<file path="src/mcmp_pkg.sv">
// types and constants shared by the midi channel message parser
// no dependencies

package mcmp_pkg;

    typedef enum logic [2:0] {
        KIND_NOTE_OFF = 3'd0,
        KIND_NOTE_ON  = 3'd1,
        KIND_CC       = 3'd2,
        KIND_PROGRAM  = 3'd3,
        KIND_BEND     = 3'd4
    } t_event_kind;

    // upper nibble of a status byte
    localparam logic [3:0] STAT_NOTE_OFF = 4'h8;
    localparam logic [3:0] STAT_NOTE_ON  = 4'h9;
    localparam logic [3:0] STAT_CC       = 4'hB;
    localparam logic [3:0] STAT_PROGRAM  = 4'hC;
    localparam logic [3:0] STAT_PRESSURE = 4'hD;
    localparam logic [3:0] STAT_BEND     = 4'hE;

    localparam logic [7:0] REALTIME_MIN  = 8'hF8;
    localparam logic [7:0] NO_STATUS     = 8'h00;

    localparam logic [1:0] CNT_ZERO      = 2'd0;
    localparam logic [1:0] CNT_ONE       = 2'd1;
    localparam logic [1:0] CNT_TWO       = 2'd2;

    typedef struct packed {
        logic [7:0] status;
        logic [6:0] first_data;
        logic [1:0] expected;
        logic       have_first;
    } t_parse_state;

    typedef struct packed {
        t_event_kind kind;
        logic [3:0]  channel;
        logic [6:0]  key;
        logic [6:0]  amount;
        logic [13:0] bend;
    } t_event;

endpackage

</file>
<file path="src/mcmp_decode.sv">
// per-byte decode: next parse state and the event a completed message gives
// depends on mcmp_pkg

module mcmp_decode (
    input  mcmp_pkg::t_parse_state i_state,
    input  logic [7:0]             i_byte,
    input  logic                   i_start,
    output mcmp_pkg::t_parse_state o_state,
    output logic                   o_emit,
    output mcmp_pkg::t_event       o_evt
);
    import mcmp_pkg::*;

    t_parse_state st;
    logic         complete;
    logic [6:0]   d1;
    logic [6:0]   d2;

    always_comb begin
        st       = i_start ? '0 : i_state;
        o_state  = st;
        complete = 1'b0;
        d1       = i_byte[6:0];
        d2       = '0;
        if (i_byte >= REALTIME_MIN) begin
            o_state = st;
        end else if (i_byte[7]) begin
            o_state.status     = i_byte;
            o_state.first_data = '0;
            o_state.have_first = 1'b0;
            case (i_byte[7:4])
                STAT_PROGRAM:  o_state.expected = CNT_ONE;
                STAT_PRESSURE: o_state.expected = CNT_ZERO;
                default:       o_state.expected = CNT_TWO;
            endcase
        end else if (st.status == NO_STATUS) begin
            o_state = st;
        end else if (st.expected == CNT_ONE) begin
            o_state  = '0;
            complete = 1'b1;
        end else if (st.expected == CNT_TWO && !st.have_first) begin
            o_state.first_data = i_byte[6:0];
            o_state.have_first = 1'b1;
        end else begin
            o_state  = '0;
            complete = 1'b1;
            d1       = st.first_data;
            d2       = i_byte[6:0];
        end
    end

    always_comb begin
        o_evt.kind    = KIND_NOTE_OFF;
        o_evt.channel = st.status[3:0];
        o_evt.key     = d1;
        o_evt.amount  = d2;
        o_evt.bend    = '0;
        o_emit        = complete;
        case (st.status[7:4])
            STAT_NOTE_ON:  o_evt.kind = (d2 == 7'd0) ? KIND_NOTE_OFF : KIND_NOTE_ON;
            STAT_NOTE_OFF: o_evt.kind = KIND_NOTE_OFF;
            STAT_CC:       o_evt.kind = KIND_CC;
            STAT_PROGRAM: begin
                o_evt.kind   = KIND_PROGRAM;
                o_evt.amount = '0;
            end
            STAT_BEND: begin
                o_evt.kind   = KIND_BEND;
                o_evt.bend   = {d2, d1};
                o_evt.key    = '0;
                o_evt.amount = '0;
            end
            default: o_emit = 1'b0;
        endcase
    end

endmodule

</file>
<file path="src/mcmp_out_reg.sv">
// output register holding one decoded event until the sink takes it
// depends on mcmp_pkg

module mcmp_out_reg (
    input  logic              i_clk,
    input  logic              i_rst_n,
    input  logic              i_push,
    input  logic              i_emit,
    input  mcmp_pkg::t_event  i_evt,
    input  logic              i_out_ready,
    output logic              o_can_load,
    output logic              o_valid,
    output mcmp_pkg::t_event  o_evt
);
    import mcmp_pkg::*;

    logic   r_valid;
    t_event r_evt;

    assign o_can_load = !r_valid || i_out_ready;
    assign o_valid    = r_valid;
    assign o_evt      = r_evt;

    always_ff @(posedge i_clk) begin
        if (!i_rst_n) begin
            r_valid <= 1'b0;
        end else if (o_can_load) begin
            r_valid <= i_push && i_emit;
        end
    end

    always_ff @(posedge i_clk) begin
        if (o_can_load && i_push && i_emit) begin
            r_evt <= i_evt;
        end
    end

endmodule

</file>
<file path="src/midi_channel_message_parser.sv">
// midi channel message parser: one received byte per item, channel events out
// path: a message's last byte is held in the input register, decoded, and its event registered in the output register
// throughput: one byte per cycle while the output register can load, set by the input register and the output register
// reset clears the parse state and both valid flags; no clearing pass
// depends on mcmp_pkg, mcmp_decode, mcmp_out_reg

module midi_channel_message_parser (
    input  logic        i_clk,
    input  logic        i_rst_n,
    input  logic        s_axis_tvalid,
    output logic        s_axis_tready,
    input  logic [7:0]  s_axis_tdata,   // midi_byte
    input  logic        s_axis_tuser,   // buffer_start
    output logic        m_axis_tvalid,
    input  logic        m_axis_tready,
    output logic [31:0] m_axis_tdata,   // channel, key, amount, bend
    output logic [2:0]  m_axis_tuser    // event_kind
);
    import mcmp_pkg::*;

    logic         r_in_valid;
    logic [7:0]   r_in_byte;
    logic         r_in_start;
    t_parse_state r_state;
    t_parse_state n_state;
    logic         dec_emit;
    t_event       dec_evt;
    t_event       out_evt;
    logic         can_load;
    logic         advance;

    assign advance       = r_in_valid && can_load;
    assign s_axis_tready = !r_in_valid || advance;

    always_ff @(posedge i_clk) begin
        if (!i_rst_n) begin
            r_in_valid <= 1'b0;
        end else if (s_axis_tready) begin
            r_in_valid <= s_axis_tvalid;
        end
    end

    always_ff @(posedge i_clk) begin
        if (s_axis_tready && s_axis_tvalid) begin
            r_in_byte  <= s_axis_tdata;
            r_in_start <= s_axis_tuser;
        end
    end

    always_ff @(posedge i_clk) begin
        if (!i_rst_n) begin
            r_state <= '0;
        end else if (advance) begin
            r_state <= n_state;
        end
    end

    mcmp_decode u_decode (
        .i_state (r_state),
        .i_byte  (r_in_byte),
        .i_start (r_in_start),
        .o_state (n_state),
        .o_emit  (dec_emit),
        .o_evt   (dec_evt)
    );

    mcmp_out_reg u_out (
        .i_clk       (i_clk),
        .i_rst_n     (i_rst_n),
        .i_push      (advance),
        .i_emit      (dec_emit),
        .i_evt       (dec_evt),
        .i_out_ready (m_axis_tready),
        .o_can_load  (can_load),
        .o_valid     (m_axis_tvalid),
        .o_evt       (out_evt)
    );

    assign m_axis_tdata = {out_evt.bend, out_evt.amount, out_evt.key, out_evt.channel};
    assign m_axis_tuser = out_evt.kind;

endmodule
</file>
<file path="config.mk">
export PLATFORM = sky130hd
export DESIGN_NAME = midi_channel_message_parser
export DESIGN_NICKNAME = d
export VERILOG_FILES = /design/src/mcmp_pkg.sv /design/src/mcmp_decode.sv /design/src/mcmp_out_reg.sv /design/src/midi_channel_message_parser.sv
export SDC_FILE = /design/constraint.sdc
export NUM_CORES = 1
export LEC_CHECK = 0
export BUFFER_PORTS_ARGS = -buffer_cell sky130_fd_sc_hd__buf_4
export CORE_MARGIN = 1.5
export CORE_UTILIZATION = 45
export CTS_CLUSTER_DIAMETER = 200
export DETAILED_ROUTE_END_ITERATION = 12
export PLACE_DENSITY = 0.78
export SLEW_MARGIN = 20
export SYNTH_ARGS = -nofsm -noshare
export SYNTH_HDL_FRONTEND = slang
export SYNTH_SLANG_ARGS = --single-unit
export TNS_END_PERCENT = 30
</file>
<file path="constraint.sdc">
create_clock -name i_clk -period 5.5 [get_ports i_clk]
set_input_delay 0.55 -clock i_clk [delete_from_list [all_inputs] [get_ports i_clk]]
set_output_delay 0.55 -clock i_clk [all_outputs]
set_load 0.005 [all_outputs]
</file>
==> results by group <==
Power and ir drop
  • Total power: 0.00104 W
  • Clk pwr share: 0.409
  • Maximum VDD drop: 0.186 mV
  • Switch share: 0.223
  • Sequential Power Share: 0.524
  • Leak: between 1 and 1.5 nW
  • NetSw: 0.000231 W
  • Internal power: between 0.0008 and 0.0009 W
  • Logic pwr share: 0.067
  • Pwr dens: 305 nW/µm²

Placement
  • Port Buffer Count: 49
  • Worst slack at placement: 2460 ps
  • Routability cong.: 0.920
  • Cell count after placement: 349
  • Hpwl dp: 3.99 mm

Clock network
  • Post-CTS setup buffer count: 0
  • Clk root buf: clkbuf_8
  • Hold buffers post-CTS: 0
  • Clk slew on worst S/H paths: 70 ps
  • TritonCTS clock tree: built
  • Clock Latency Late Sink: around 340 ps
  • Clock Tree Buf Depth: 2
  • H-tree Lvls: 3
  • Clock sink count: 64
  • Post-CTS Resized: 0
  • Total CTS buffers: 9

STA
  • Setup TNS: 0 ps
  • Slew headroom: 0.541
  • Setup ws final: ~2500 ps
  • Final Hold Viols: 0
  • Fin. max-slew vios: 0
  • Final setup viols: 0
  • Fin crit share: 0.553
  • Clock skew: a little over 9 ps
  • Slew @ Worst Pin: 687 ps
  • F_max: 0.329 GHz
  • RSZ-0062 raised after global routing: no
  • Crit path time final: between 3000 and 4000 ps

Critical path
  • Crit. End Element: flop
  • CP peak stage delay: 740 ps
  • WP data required: 5520 ps
  • Worst Path Max Fanout: 22
  • Critical-path top delay cell: o2111a_1
  • Worst path arrival time: 3060 ps
  • Critical path class: flop to flop
  • Worst path top cell family by delay: compound AO/OA/AOI/OAI gates
  • Buffers and inverters on the worst path: 1
  • Cell Chain, Critical Path: or2_1 -> a211oi_2 -> o2111a_1 -> buf_4
  • Worst Setup Start Kind: flop

Die
  • DIE HEIGHT: ~80 µm
  • Die area: 6660 µm²
  • Rows: 28
  • Core Footprint: 5960 µm²
  • Die W: around 80 µm
  • # IOs: 50
  • Initial Utilization: 0.467

Synthesis
  • Largest family of logic cells by synthesized area: simple AND/OR/NAND/NOR gates
  • Adder-cell share of the synthesized area: 0
  • Avg Inst Size Synth: 11.8 µm²
  • Distinct cells, synth: 43
  • Synth warn: 0
  • Main flop type after synthesis: edfxtp_1
  • Register area share after synthesis: 0.619
  • Mux cell area share after synthesis: 0
  • Post-synthesis cell area: 2780 µm²
  • Flops & latches, synth: 64
  • Cells after synthesis: roughly 240
  • Synthesized-area fraction occupied by and/or/nand/nor cells: 0.196
  • Async SR Flop Fraction: 0
  • Complex-gate fraction of the synthesized area: 0.152
  • Post-synth EDFFs: 44
  • Synth Area in XOR/XNOR: 0
  • Mapped Nets: ~250

Final layout
  • Most frequent cells in the layout: 50 x buf_4, 44 x edfxtp_1, 23 x a21oi_1, 20 x dfxtp_1, 15 x nor3_1
  • Share of cells above drive strength 1: 0.241
  • P&R area growth vs syn: 22.1%
  • Commonest non-fill, non-tap cell in the layout: buf_4
  • N_diodes: 0
  • Fin nets: 298
  • Non-filler cells, final: ~370

Detailed routing
  • DR iter-0 viols: about 150
  • DRT Pass-1 Iters: 6
  • Antenna-violating nets left: 0
  • DR WL/cell: 16.1 µm
  • Total Wirelength: between 5 and 6 mm
  • Via count: approximately 2,100
  • DRC viols: 0
  • Vias per inst: 5.77

Global routing
  • Global Route Usage Sum: 0.190
  • Initial antenna violation count: 0
  • Global route overflow: 0
  • Pin count of the biggest net entering global routing: 24
  • Vias in the first global route: roughly 1,800
  • First-pass GRT wire length: 8.91 mm

Outcome
  • Outcome: completed

Hold path
  • Worst min-delay path category: input port to flop

Job
  • Total of max-cap violations: 0
## path summary, 6_finish.rpt
kind                            depth (start not counted)               to  slack [ps]       startpoint
worst max-delay path                                    4  u_out.o_evt[23]        2460       r_in_start
worst max register to register                          4  u_out.o_evt[23]        2460       r_in_start
worst min register to register                          2       r_state[0]         490       r_state[0]
worst min-delay path                                    1     r_in_byte[6]         380  s_axis_tdata[6]
## worst register-to-register path: stages (launching register included)
cell	delay [ps]
edfxtp_1	670
or2_1	380
a211oi_2	540
o2111a_1	740
buf_4	390
## cell usage after synthesis, types with 2 or more instances
master | count | area (µm²)
edfxtp_1 | 44 | 1320
a21oi_1 | 23 | 115
dfxtp_1 | 20 | 400
nor3_1 | 15 | 75.1
nor2_1 | 13 | 48.8
o21ai_0 | 13 | 65.1
and2_1 | 9 | 56.3
inv_1 | 9 | 33.8
nor2b_1 | 9 | 56.3
and3_1 | 8 | 50.1
a32o_1 | 7 | 70.1
clkbuf_1 | 7 | 26.3
o22ai_1 | 7 | 43.8
nand2_1 | 6 | 22.5
nor4b_1 | 6 | 52.6
buf_2 | 4 | 20.0
nand2b_1 | 3 | 18.8
nand4b_1 | 3 | 26.3
nor4_1 | 3 | 18.8
a21boi_0 | 2 | 15.0
and4_1 | 2 | 17.5
nor3b_1 | 2 | 15.0
## kinds of logic after synthesis
| logic type | after synthesis |
|---|---|
| compound gates | 61 |
| buf+inv | 21 |
| flops | 64 |
| simple gates | 90 |
## layout make-up
type,instances,area [µm²]
well taps,75,93.8
fillers,512,2560
multi-input cells,151,970
clock buffers,12,135
flip-flops and latches,64,1720
repair buffers,50,375
inverters,9,33.8
clock inverters,4,68.8
## power by group through the flow
stage          registers [W]   logic, W  clock network (W)
2_1_floorplan       0.000540  0.0000571                  0
3_3_place_gp        0.000552  0.0000678                  0
3_5_place_dp        0.000553  0.0000691                  0
4_1_cts             0.000542  0.0000694           0.000430
5_1_grt             0.000544  0.0000767           0.000449
6_report            0.000543  0.0000698           0.000424
## stage by stage
step,hold WS (ps),area [µm²],utilization
2_1_floorplan,445,2780,-
3_3_place_gp,461,3190,0.536
3_5_place_dp,482,3190,0.536
4_1_cts,366,3400,0.571
5_1_grt,366,3400,0.571
6_report,379,3400,0.571
## routing by layer
metal	routed length (µm)	share of wire	vias up	GRT usage
li1	-	-	1002	-
met1	2480	0.42	1000	0.232
met3	422	0.072	18	0.0433
met4	210	0.036	0	0.131
met2	2770	0.47	87	0.298
met5	0	0	-	0
## flip-flops by register name, indices dropped and copies added (netlist names)
register / count
r_in_start: 1
r_in_byte: 8
u_out.o_valid: 1
r_state: 18
r_in_valid: 1
u_out.o_evt: 35
(Power assumes the default switching activity.)
